**config.mk**
```make
export PLATFORM = sky130hd
export DESIGN_NAME = audio_sample_to_pcm16_unit
export DESIGN_NICKNAME = d
export VERILOG_FILES = /design/src/hw/rtl/aspcm_pkg.sv /design/src/hw/rtl/audio_sample_to_pcm16_unit.sv
export SDC_FILE = /design/constraint.sdc
export NUM_CORES = 1
export LEC_CHECK = 0
export BUFFER_PORTS_ARGS = -buffer_cell sky130_fd_sc_hd__buf_2
export CORE_MARGIN = 2
export CORE_UTILIZATION = 67
export CTS_CLUSTER_SIZE = 12
export DETAILED_ROUTE_END_ITERATION = 8
export PLACE_DENSITY_LB_ADDON = 0.2
export RECOVER_POWER = 25
export SKIP_LAST_GASP = 1
export SYNTH_ARGS = -nofsm -noshare
export SYNTH_HDL_FRONTEND = slang
export SYNTH_SLANG_ARGS = --single-unit
```
**constraint.sdc**
```tcl
create_clock -name clock -period 10.1 [get_ports clock]
set_input_delay 1.01 -clock clock [delete_from_list [all_inputs] [get_ports clock]]
set_output_delay 1.01 -clock clock [all_outputs]
set_load 0.02 [all_outputs]
```
**src/hw/rtl/aspcm_pkg.sv**
```systemverilog
// ----------------------------------------------------------------------------
// aspcm_pkg: shared types and constants for the sample-to-PCM16 converter
// Payload structs of the request and response channels, register indexes
// and the numeric constants of the conversion.
// ----------------------------------------------------------------------------
`default_nettype none

package aspcm_pkg;

   typedef struct packed {
      logic [63:0] sample_bytes;
      logic        last_in;
   } req_payload_type;

   typedef struct packed {
      logic signed [15:0] pcm_sample;
      logic               last_out;
   } rsp_payload_type;

   // Configuration register indexes.
   localparam logic CSR_SAMPLE_FORMAT = 1'b0;
   localparam logic CSR_SAMPLE_BITS   = 1'b1;

   // Sample format codes.
   localparam logic FMT_PCM   = 1'b0;
   localparam logic FMT_FLOAT = 1'b1;

   // Sample widths.
   localparam logic [6:0] BITS_8  = 7'd8;
   localparam logic [6:0] BITS_16 = 7'd16;
   localparam logic [6:0] BITS_24 = 7'd24;
   localparam logic [6:0] BITS_32 = 7'd32;

   // Double-precision exponent bookkeeping.
   localparam logic [10:0] EXP_MAX       = 11'h7FF;
   localparam logic [10:0] F32_TO_F64    = 11'd896;
   localparam logic [11:0] EXP_SAT_MIN   = 12'd1038;
   localparam logic [11:0] EXP_ZERO_MAX  = 12'd1019;
   localparam logic [11:0] EXP_SHIFT_REF = 12'd1074;
   // Scaled magnitudes in [0.25, 0.5) carry this exponent sum.
   localparam logic [11:0] EXP_QUARTER   = 12'd1021;

   localparam logic [15:0] PCM_POS_MAX = 16'h7FFF;
   localparam logic [15:0] PCM_NEG_MAX = 16'h8000;

endpackage

`default_nettype wire

```
**src/hw/rtl/audio_sample_to_pcm16_unit.sv**
```systemverilog
// ----------------------------------------------------------------------------
// audio_sample_to_pcm16_unit: audio sample to signed 16-bit PCM converter
// Converts one little-endian PCM or IEEE float sample per clock into a
// signed 16-bit sample through a four-stage pipeline.
// ----------------------------------------------------------------------------
// The unit takes one sample transaction in every clock cycle and returns
// exactly one result transaction for each, in order, from the stage four
// register. busy never rises, so start may be held high continuously. The
// result is on rsp_payload for one cycle while rsp_valid is high; the
// receiver cannot stall it and must take it in that cycle. The stages follow
// the float path: stage one decodes the sample, stage two forms the
// exact product with 32767, stage three rounds it to double precision and
// stage four rounds to an integer and saturates. Integer PCM samples ride
// the same pipeline. Configuration is written through csr_*, which is always
// ready, and must only change while no sample is in flight.
`default_nettype none

module audio_sample_to_pcm16_unit
   import aspcm_pkg::*;
(
   input  wire logic            clock,
   input  wire logic            reset,
   input  wire logic            start,
   output      logic            busy,
   input  wire req_payload_type req_payload,
   output      logic            rsp_valid,
   output      rsp_payload_type rsp_payload,
   input  wire logic            csr_valid,
   output      logic            csr_ready,
   input  wire logic            csr_index,
   input  wire logic [6:0]      csr_data
);

   // Configuration registers.
   logic       format_ff, format_in;
   logic [6:0] bits_ff, bits_in;

   assign busy      = 1'b0;
   assign csr_ready = 1'b1;

   always_comb begin
      format_in = format_ff;
      bits_in   = bits_ff;
      if (csr_valid) begin
         case (csr_index)
            CSR_SAMPLE_FORMAT: format_in = csr_data[0];
            CSR_SAMPLE_BITS:   bits_in   = csr_data;
            default:           format_in = format_ff;
         endcase
      end
   end

   always_ff @(posedge clock) begin
      if (reset) begin
         format_ff <= FMT_PCM;
         bits_ff   <= BITS_16;
      end else begin
         format_ff <= format_in;
         bits_ff   <= bits_in;
      end
   end

   // Stage 1: decode. Float32 is widened to double fields. Special values
   // (NaN, zero and subnormals, which round to zero, and infinity, which
   // saturates) are flagged here and bypass the arithmetic.
   logic        s1_valid_ff;
   logic        s1_last_ff, s1_float_ff, s1_sign_ff, s1_zero_ff, s1_sat_ff;
   logic [10:0] s1_exp_ff;
   logic [52:0] s1_mant_ff;
   logic [15:0] s1_int_ff;

   logic [63:0] raw;
   logic        s1_sign_in, s1_zero_in, s1_sat_in;
   logic [10:0] s1_exp_in;
   logic [52:0] s1_mant_in;
   logic [15:0] s1_int_in;
   logic        accept;

   assign raw    = req_payload.sample_bytes;
   assign accept = start && !busy;

   always_comb begin
      s1_sign_in = 1'b0;
      s1_zero_in = 1'b0;
      s1_sat_in  = 1'b0;
      s1_exp_in  = '0;
      s1_mant_in = '0;
      if (bits_ff == BITS_32) begin
         s1_sign_in = raw[31];
         s1_exp_in  = {3'b000, raw[30:23]} + F32_TO_F64;
         s1_mant_in = {1'b1, raw[22:0], 29'd0};
         if (raw[30:23] == 8'hFF) begin
            s1_zero_in = (raw[22:0] != '0);
            s1_sat_in  = (raw[22:0] == '0);
         end else if (raw[30:23] == 8'h00) begin
            s1_zero_in = 1'b1;
         end
      end else begin
         s1_sign_in = raw[63];
         s1_exp_in  = raw[62:52];
         s1_mant_in = {1'b1, raw[51:0]};
         if (raw[62:52] == EXP_MAX) begin
            s1_zero_in = (raw[51:0] != '0);
            s1_sat_in  = (raw[51:0] == '0);
         end else if (raw[62:52] == '0) begin
            s1_zero_in = 1'b1;
         end
      end
      case (bits_ff)
         BITS_8:  s1_int_in = {raw[7] ^ 1'b1, raw[6:0], 8'h00};
         BITS_16: s1_int_in = raw[15:0];
         BITS_24: s1_int_in = raw[23:8];
         BITS_32: s1_int_in = raw[31:16];
         default: s1_int_in = '0;
      endcase
   end

   always_ff @(posedge clock) begin
      if (reset) s1_valid_ff <= 1'b0;
      else       s1_valid_ff <= accept;
      s1_last_ff  <= req_payload.last_in;
      s1_float_ff <= (format_ff == FMT_FLOAT);
      s1_sign_ff  <= s1_sign_in;
      s1_zero_ff  <= s1_zero_in;
      s1_sat_ff   <= s1_sat_in;
      s1_exp_ff   <= s1_exp_in;
      s1_mant_ff  <= s1_mant_in;
      s1_int_ff   <= s1_int_in;
   end

   // Stage 2: exact product mant * 32767 = (mant << 15) - mant.
   logic        s2_valid_ff;
   logic        s2_last_ff, s2_float_ff, s2_sign_ff, s2_zero_ff, s2_sat_ff;
   logic [10:0] s2_exp_ff;
   logic [67:0] s2_prod_ff;
   logic [15:0] s2_int_ff;

   always_ff @(posedge clock) begin
      if (reset) s2_valid_ff <= 1'b0;
      else       s2_valid_ff <= s1_valid_ff;
      s2_last_ff  <= s1_last_ff;
      s2_float_ff <= s1_float_ff;
      s2_sign_ff  <= s1_sign_ff;
      s2_zero_ff  <= s1_zero_ff;
      s2_sat_ff   <= s1_sat_ff;
      s2_exp_ff   <= s1_exp_ff;
      s2_prod_ff  <= {s1_mant_ff, 15'd0} - {15'd0, s1_mant_ff};
      s2_int_ff   <= s1_int_ff;
   end

   // Stage 3: round the product to 53 bits, nearest even, as the double
   // multiply does, and classify the magnitude by its exponent.
   logic        s3_valid_ff;
   logic        s3_last_ff, s3_float_ff, s3_sign_ff, s3_zero_ff, s3_sat_ff;
   logic        s3_half_ff;
   logic [53:0] s3_round_ff;
   logic [5:0]  s3_shift_ff;
   logic [15:0] s3_int_ff;

   logic [52:0] keep;
   logic        rbit, sticky;
   logic [11:0] exp_sum;
   logic [53:0] s3_round_in;
   logic [11:0] shift_wide;

   always_comb begin
      if (s2_prod_ff[67]) begin
         keep    = s2_prod_ff[67:15];
         rbit    = s2_prod_ff[14];
         sticky  = (s2_prod_ff[13:0] != '0);
         exp_sum = {1'b0, s2_exp_ff} + 12'd15;
      end else begin
         keep    = s2_prod_ff[66:14];
         rbit    = s2_prod_ff[13];
         sticky  = (s2_prod_ff[12:0] != '0);
         exp_sum = {1'b0, s2_exp_ff} + 12'd14;
      end
      s3_round_in = {1'b0, keep} + {53'd0, rbit && (sticky || keep[0])};
      shift_wide  = EXP_SHIFT_REF - exp_sum;
   end

   always_ff @(posedge clock) begin
      if (reset) s3_valid_ff <= 1'b0;
      else       s3_valid_ff <= s2_valid_ff;
      s3_last_ff  <= s2_last_ff;
      s3_float_ff <= s2_float_ff;
      s3_sign_ff  <= s2_sign_ff;
      s3_zero_ff  <= s2_zero_ff || (exp_sum <= EXP_ZERO_MAX);
      s3_sat_ff   <= s2_sat_ff || (!s2_zero_ff && exp_sum >= EXP_SAT_MIN);
      // The largest double below one half: adding 0.5 in double precision
      // rounds the sum up to exactly 1.0, so its magnitude becomes one.
      s3_half_ff  <= (exp_sum == EXP_QUARTER) && (s3_round_in == {1'b0, {53{1'b1}}});
      s3_round_ff <= s3_round_in;
      s3_shift_ff <= shift_wide[5:0];
      s3_int_ff   <= s2_int_ff;
   end

   // Stage 4: round half away from zero on the magnitude, saturate, apply
   // the sign and register the result transaction.
   logic        rsp_valid_ff;
   logic [15:0] pcm_ff, pcm_in;
   logic        last_ff;

   logic [53:0] shifted;
   logic [16:0] mag;

   always_comb begin
      shifted = s3_round_ff >> s3_shift_ff;
      mag     = s3_half_ff ? 17'd1 : ((shifted[16:0] + 17'd1) >> 1);
      if (!s3_float_ff) begin
         pcm_in = s3_int_ff;
      end else if (s3_zero_ff) begin
         pcm_in = '0;
      end else if (s3_sat_ff) begin
         pcm_in = s3_sign_ff ? PCM_NEG_MAX : PCM_POS_MAX;
      end else if (s3_sign_ff) begin
         pcm_in = (mag >= 17'd32768) ? PCM_NEG_MAX : (16'd0 - mag[15:0]);
      end else begin
         pcm_in = (mag >= 17'd32767) ? PCM_POS_MAX : mag[15:0];
      end
   end

   always_ff @(posedge clock) begin
      if (reset) rsp_valid_ff <= 1'b0;
      else       rsp_valid_ff <= s3_valid_ff;
      pcm_ff  <= pcm_in;
      last_ff <= s3_last_ff;
   end

   assign rsp_valid              = rsp_valid_ff;
   assign rsp_payload.pcm_sample = pcm_ff;
   assign rsp_payload.last_out   = last_ff;

   // A valid result must come from a valid stage-three item.
   a_latency: assert property (@(posedge clock) disable iff (reset)
      rsp_valid |-> $past(s3_valid_ff))
      else $error("result without a stage-three item");

   a_flow: assert property (@(posedge clock) disable iff (reset)
      s2_valid_ff |-> $past(s1_valid_ff))
      else $error("stage-two item without a stage-one item");

   a_pos_float: assert property (@(posedge clock) disable iff (reset)
      (s3_valid_ff && s3_float_ff && !s3_sign_ff) |=> !rsp_payload.pcm_sample[15])
      else $error("positive float gave a negative sample");

   a_nan_zero: assert property (@(posedge clock) disable iff (reset)
      (s3_valid_ff && s3_float_ff && s3_zero_ff) |=> (rsp_payload.pcm_sample == '0))
      else $error("zero-class float gave a nonzero sample");

endmodule

`default_nettype wire

```
==> qor.csv, run 1 <==
metric,value,unit
run_status,finished with violations,
failed_checks,"max-capacitance violations, max-slew violations",
drt_drc_violations_left,0,
cp-start-kind,register,
clock_path_buffers,3,
diodes,0,
fp.coreArea,25300,um2
finalWeightedCongestion,0.999,
start_util,0.683,
dp_hpwl,38900,um
layout_worst_path_cycle_share,0.603,
ant_nets,0,
dr_wl_met3,4670,um
dieArea,27000,um2
grt_pass1_wl,80400,um
final.setup.tns,0,ps
final_max_slew_viol_count,37,
power.total,0.00408,W
synth-seq-area-share,0.342,
post_drt_wl_per_cell,22.5,um
tightestPinTransition,1570,ps
die_width,164,um
cts.reportedPaths.clkPinSlew,60,ps
setup_buffers_after_cts,0,
die_height,164,um
dr_total_vias,15500,
maximum_fanout_along_the_worst_path,36,
std_cell_rows,58,
clock_latency_at_the_later_pin_of_the_worst_skew_pair,560,ps
max_slew_margin,-0.0472,
cts_root_buffer,clkbuf_16,
antenna_found_initial,0,
seq_power_share,0.369,
grt_usage,0.382,
drv_cap,1,
yosysTopAreaCell,dfxtp_1,
r2r_start,s2_prod_ff[67],
layout-drive-gt1-share,0.125,
arrival_time_of_the_worst_setup_path,6530,ps
power-per-cell-area,219,nW/um2
final-setup-viol-count,0,
met2RoutedLength,23900,um
swShare,0.374,
hold_buffer_count_at_cts,0,
critical_path_class,reg2reg,
global_route_overflow,0,
synthesis.area,17200,um2
ys_async_sr_fraction,0,
grt_setup_unrepaired,no,
ys_ff_latch,295,
worstHoldStart,s1_exp_ff[1],
maxUsedRoutingLayer,met4,
ys.warnings.count,0,
areaGrowthSynthToFinish,7.91,%
route.detailed.vias_per_inst,6.70,
design.portCount,97,
number_of_clock_sinks,295,
setup.worst_path.end_class,register,
power.switching,0.00153,W
pin_count_of_the_biggest_net_entering_global_routing,77,
port-buffer-count,94,
netlist.area_leader.share,0.342,
final.setup_skew,16.2,ps
layout.nets,2093,
finalWorstPathRequiredPeriod,6090,ps
cts.repair.resized,0,
hold_depth,0,
synthCells,1930,
p_leak,8.03,nW
drtIter0Drc,1917,
cellInternalPower,0.00256,W
timing.final.hold_violations,0,
syn-num-nets,2055,
number_of_enable_type_register_cells_in_the_synthesized_netlist,0,
cts_made_buffers,30,
ys_types,102,
timing.hold.worst_endpoint,s2_exp_ff[1],
worstHoldPathType,reg2reg,
syn_avg_cell_area,8.94,um2
h-tree-depth,1,
reg2reg_depth,14,
combinational_cell_fraction_of_total_power,0.368,
via_count_of_the_first_global_routing_pass,14600,
drt-met1-wl,19900,um
max-vdd-ir-drop,0.180,mV
first_pass_iters,6,
synthFlopType,dfxtp_1,
timing.reg2reg.setup_slack,4010,ps
netlist_top_cells_area,"dfxtp_1 34%, mux2i_1 6.6%, mux4_2 5.7%, nand2_1 5.5%, xnor2_1 4.4%",
r2r_end,s3_half_ff,
drt_wl_total,52100,um
tritoncts,yes,
share_clk_of_total_power,0.263,
peak_freq,164,MHz
worst-endpoint-required,10540,ps
[state kept, by name, summed over array words and instances (netlist names), 6 cells and up]
name and flops:
bits_ff 7, s3_round_ff 54, s1_mant_ff 52, s1_exp_ff 11
s1_int_ff 16, s2_exp_ff 11, s2_int_ff 16, s3_int_ff 16
s2_prod_ff 68, pcm_ff 16, s3_shift_ff 6
[per-stage QoR]
stage / hold WS (ps) / setup WS [ps] / utilization / instances / cell area (um2)
6_report: 321 / 4010 / 0.737 / 2311 / 18600
5_1_grt: 330 / 3410 / 0.737 / 2311 / 18600
4_1_cts: 322 / 4490 / 0.737 / 2311 / 18600
3_5_place_dp: 312 / 4510 / 0.700 / 2266 / 17700
3_3_place_gp: 310 / 4590 / 0.700 / 2266 / 17700
2_1_floorplan: 310 / 3820 / - / 1930 / 17200
[metal layers]
| metal | vias to the layer above | GRT usage |
|---|---|---|
| li1 | 7033 | - |
| met5 | - | 0 |
| met3 | 218 | 0.0620 |
| met1 | 7277 | 0.481 |
| met2 | 950 | 0.615 |
| met4 | 0 | 0.239 |
[cell usage in the layout (no fill, tap or decap), drive strengths merged, types with 38 or more instances in the layout]
cell type	count
a21o	45
nand2	251
nor3	39
xnor2	87
and2	38
ha	48
a21oi	74
dfxtp	295
xor2	59
nor2	109
clkbuf	42
mux4	46
o21ai	68
mux2i	115
inv	83
buf	98
nand3	68
[layout make-up]
class | count | area [um2]
clock buffers | 40 | 838
clock inverters | 5 | 111
fillers | 1825 | 6640
inverters | 85 | 319
multi-input cells | 1456 | 10500
flip-flops and latches | 295 | 5910
well taps | 330 | 413
repair buffers | 100 | 513
[worst max-delay path by stage]
stage	startpoint	to	depth (start not counted)
finish	s2_prod_ff[67]	s3_half_ff	14
floorplan	s2_prod_ff[67]	s3_half_ff	24
global placement	s3_shift_ff[1]	pcm_ff[7]	16
global route	s2_prod_ff[67]	s3_half_ff	15
CTS	s3_shift_ff[1]	pcm_ff[7]	16
detailed placement	s3_shift_ff[1]	pcm_ff[7]	16
[worst max-delay path: stages, from the launching register on]
cell       delay [ps]
dfxtp_1          1370
mux2_2            360
ha_1              200
nand2_1           100
a2111oi_0         960
nand4_1           420
nor3_1            650
nand3_1           370
nor3_2            320
nand2_1           120
nor4_1            370
nor3_1             80
a21oi_1           210
nand4_1           110
nor4b_1           310
[power by group through the flow]
stage	clock [W]	sequential, W	combinational [W]
finish	0.00107	0.00151	0.00150
global route	0.00113	0.00152	0.00160
CTS	0.00108	0.00149	0.00145
floorplan	0	0.00145	0.00108
detailed placement	0	0.00152	0.00143
global placement	0	0.00150	0.00142
[Yosys cell counts, types with 5 or more instances]
cell type  number
nand4_1        37
xnor2_1        87
o211ai_1        9
o21bai_1        9
mux2i_1       114
a211oi_1       17
nor4b_1         6
nor2_1        107
a21oi_1        72
dfxtp_1       295
buf_4           5
clkbuf_1       57
mux2_1          5
nor2b_1        24
buf_6           5
inv_1          83
a22oi_1        19
a22o_1         17
or2_2           7
mux4_2         44
or4_1           9
mux2_2         22
nand2_1       251
nand2b_1       20
nand3_1        68
o31ai_1         9
and4_1          8
ha_1           48
and3_1         20
a31oi_1        12
xor2_1         59
o22ai_1        14
nor3_1         37
buf_1           6
nor3b_1         5
nor4_1         30
a311oi_1        9
and2_1         38
a21o_1         45
o21ai_0        64
o21a_1          6
buf_2          14
or3_1          10
[kinds of logic (layout without fill, tap and decap cells)]
kind of cell | Yosys count | count (layout) | synth area share
compound gates | 368 | 368 | 0.149
mux | 189 | 189 | 0.146
other cells | 2 | 2 | 0.000435
xor+xnor | 146 | 146 | 0.0741
flops | 295 | 295 | 0.342
buf+inv | 179 | 230 | 0.0487
fa+ha+maj | 48 | 48 | 0.0348
simple gates | 703 | 703 | 0.204
(Power assumes the default switching activity.)
==> run 2: changes to the inputs <==
- ABC_AREA: default -> 1
- CORE_UTILIZATION: 67 -> 56
- clock period: 10.1 -> 5.35 ns (I/O delays scaled with it)
==> run 2 against run 1 <==
  * The run still ends with max-capacitance violations, max-slew violations left
  * Total power is 80% higher
  * Non-clock buffer count rose by 4
  * Die area up 21%
  * Sequential share of layout area fell by 0.77 points
  * Final area rose by 2.4%
  * Clock power is 79% higher
  * Flip-flop and latch count unchanged
  * Cell count up 34%
==> qor.csv, run 2 <==
metric,value,unit
fp.coreArea,30700,um2
timing.final.hold_violations,0,
combinational_cell_fraction_of_total_power,0.372,
ant_nets,0,
cp-start-kind,register,
commonest_cells_after_routing_fill_and_taps_aside,"637 x nand2_1, 356 x nand3_1, 354 x inv_1",
power-per-cell-area,385,nW/um2
fill_cell_count,2984,
worstHoldPathType,in2reg,
std_cell_rows,64,
post-synth-top-count-cell,nand2_1,
ys.warnings.count,0,
max-vdd-ir-drop,0.307,mV
via_count_of_the_first_global_routing_pass,16400,
netlist_top_cells_count,"637 x nand2_1, 356 x nand3_1, 354 x inv_1",
ys_types,60,
cts_made_buffers,30,
largest_registers,"s2_prod_ff x68, s3_round_ff x54, s1_mant_ff x52",
critPathBufInv,1,
final_max_slew_viol_count,45,
worst-endpoint-required,5840,ps
failed_checks,"max-capacitance violations, max-slew violations",
clock_path_buffers,3,
synthesis.area,17600,um2
syn-num-nets,2748,
synth-seq-area-share,0.336,
first_pass_iters,5,
synthCells,2623,
design.portCount,97,
grt_pass1_wl,83300,um
cts.reportedPaths.clkPinSlew,60,ps
setup.worst_path.end_class,register,
p_leak,9.58,nW
start_util,0.571,
seq_power_share,0.365,
setup_buffers_after_cts,0,
syn_avg_cell_area,6.69,um2
pin_count_of_the_biggest_net_entering_global_routing,56,
route.detailed.vias_per_inst,5.50,
cts_root_buffer,clkbuf_16,
largest-register,s2_prod_ff,
clock_latency_at_the_later_pin_of_the_worst_skew_pair,550,ps
finalWorstPathRequiredPeriod,4150,ps
hold_buffer_count_at_cts,0,
final.setup_skew,12.9,ps
cellInternalPower,0.00446,W
critical_path_class,reg2reg,
layout-drive-gt1-share,0.0905,
maximum_fanout_along_the_worst_path,54,
grt_usage,0.312,
run_status,finished with violations,
share_clk_of_total_power,0.262,
global_route_overflow,0,
synthFlopType,dfxtp_1,
crit_slowest_cell,inv_2,
number_of_enable_type_register_cells_in_the_synthesized_netlist,0,
drt_drc_violations_left,0,
post_drt_wl_per_cell,16.7,um
drtIter0Drc,1501,
ys_async_sr_fraction,0,
final.setup.tns,0,ps
fin_hold_ws,87.7,ps
tightestPinTransition,1670,ps
ys_ff_latch,295,
port-buffer-count,94,
slowest_delay,640,ps
final-setup-viol-count,0,
netlist_top_cells_area,"dfxtp_1 34%, nand2_1 14%, nand3_1 10%, inv_1 7.6%, nor2_1 5.3%",
swShare,0.392,
path_common_cell,nand2_1,
max_slew_margin,-0.116,
h-tree-depth,1,
layout_commonest_cell,nand2_1,
die_width,181,um
grt_setup_unrepaired,no,
die_height,181,um
cts.repair.resized,0,
drv_cap,1,
tritoncts,yes,
finalWeightedCongestion,1.01,
largest_register_ff_count,68,
yosysTopAreaCell,dfxtp_1,
layout.nets,2810,
diodes,0,
dr_total_vias,17000,
critical-path-top-delay-family,simple AND/OR/NAND/NOR gates,
areaGrowthSynthToFinish,8.56,%
netlist.area_leader.share,0.336,
power.switching,0.00288,W
arrival_time_of_the_worst_setup_path,4640,ps
layout_worst_path_cycle_share,0.776,
dp_hpwl,41600,um
number_of_clock_sinks,295,
dieArea,32800,um2
antenna_found_initial,0,
peak_freq,241,MHz
drt_wl_total,51600,um
==> run 2: changes by cell type after synthesis, moves of 24 or more <==
cell,previous run,this run
nor2_1,107,249
nand2_1,251,637
a21o_1,45,1
clkbuf_1,57,16
mux4_2,44,0
nand3_1,68,356
and2_1,38,1
mux2i_1,114,21
xnor2_1,87,24
xor2_1,59,96
nor2b_1,24,0
inv_1,83,354
==> run 2: metal layers <==
layer	routed length [um]	GRT usage	vias up
met1	22600	0.401	7673
met3	2950	0.0341	151
li1	-	-	8550
met5	0	0	-
met4	2580	0.141	0
met2	23500	0.529	639
==> run 2: area by class of cell <==
type | count | area [um2] | area share
clock inverters | 6 | 95.1 | 0.00499
flip-flops and latches | 295 | 5910 | 0.310
multi-input cells | 1881 | 9830 | 0.516
repair buffers | 104 | 539 | 0.0283
well taps | 396 | 495 | 0.0260
inverters | 373 | 1400 | 0.0734
clock buffers | 37 | 797 | 0.0418
==> run 2: kinds of logic (layout without fill, tap and decap cells) <==
| group | Yosys count | after routing | share of synthesized area |
|---|---|---|---|
| compound gates | 258 | 258 | 0.0859 |
| xor+xnor | 120 | 120 | 0.0599 |
| fa+ha+maj | 48 | 48 | 0.0342 |
| buf+inv | 447 | 520 | 0.104 |
| flops | 295 | 295 | 0.336 |
| mux | 21 | 21 | 0.0120 |
| other cells | 2 | 2 | 0.000428 |
| simple gates | 1432 | 1432 | 0.368 |
==> run 2: path summary, 6_finish.rpt <==
kind	start	to	slack (ps)	cells past startpoint
min	req_payload[0]	s1_last_ff	90	1
min reg2reg	s2_sign_ff	s3_sign_ff	330	0
max	s3_shift_ff[0]	pcm_ff[10]	1200	25
max reg2reg	s3_shift_ff[0]	pcm_ff[10]	1200	25
==> run 2: power by group through the flow <==
stage                     Combinational [W]  Clock (W)  Sequential, W
after detailed placement            0.00266          0        0.00272
after global placement              0.00264          0        0.00272
final                               0.00273    0.00192        0.00268
after floorplan                     0.00198          0        0.00266
after CTS                           0.00267    0.00196        0.00267
after global routing                0.00304    0.00204        0.00271
==> run 2: metrics by stage <==
| step | utilization | power, W | cell area (um2) | setup WS (ps) | cells |
|---|---|---|---|---|---|
| CTS | 0.620 | 0.00730 | 19100 | 1460 | 3092 |
| finish | 0.620 | 0.00734 | 19100 | 1200 | 3092 |
| floorplan | - | 0.00465 | 17600 | 2480 | 2623 |
| global placement | 0.591 | 0.00536 | 18200 | 1530 | 3049 |
| global route | 0.620 | 0.00779 | 19100 | 769 | 3092 |
| detailed placement | 0.591 | 0.00538 | 18200 | 1490 | 3049 |
==> run 2: worst reg2reg max path: cells and delay by family (launching register included) <==
kind | cells | cell delay [ps]
AND/OR/NAND/NOR | 21 | 2630
buffers and inverters | 1 | 640
adder cells (fa/ha/maj) | 2 | 430
flip-flops | 1 | 330
AO/OA/AOI/OAI | 1 | 90
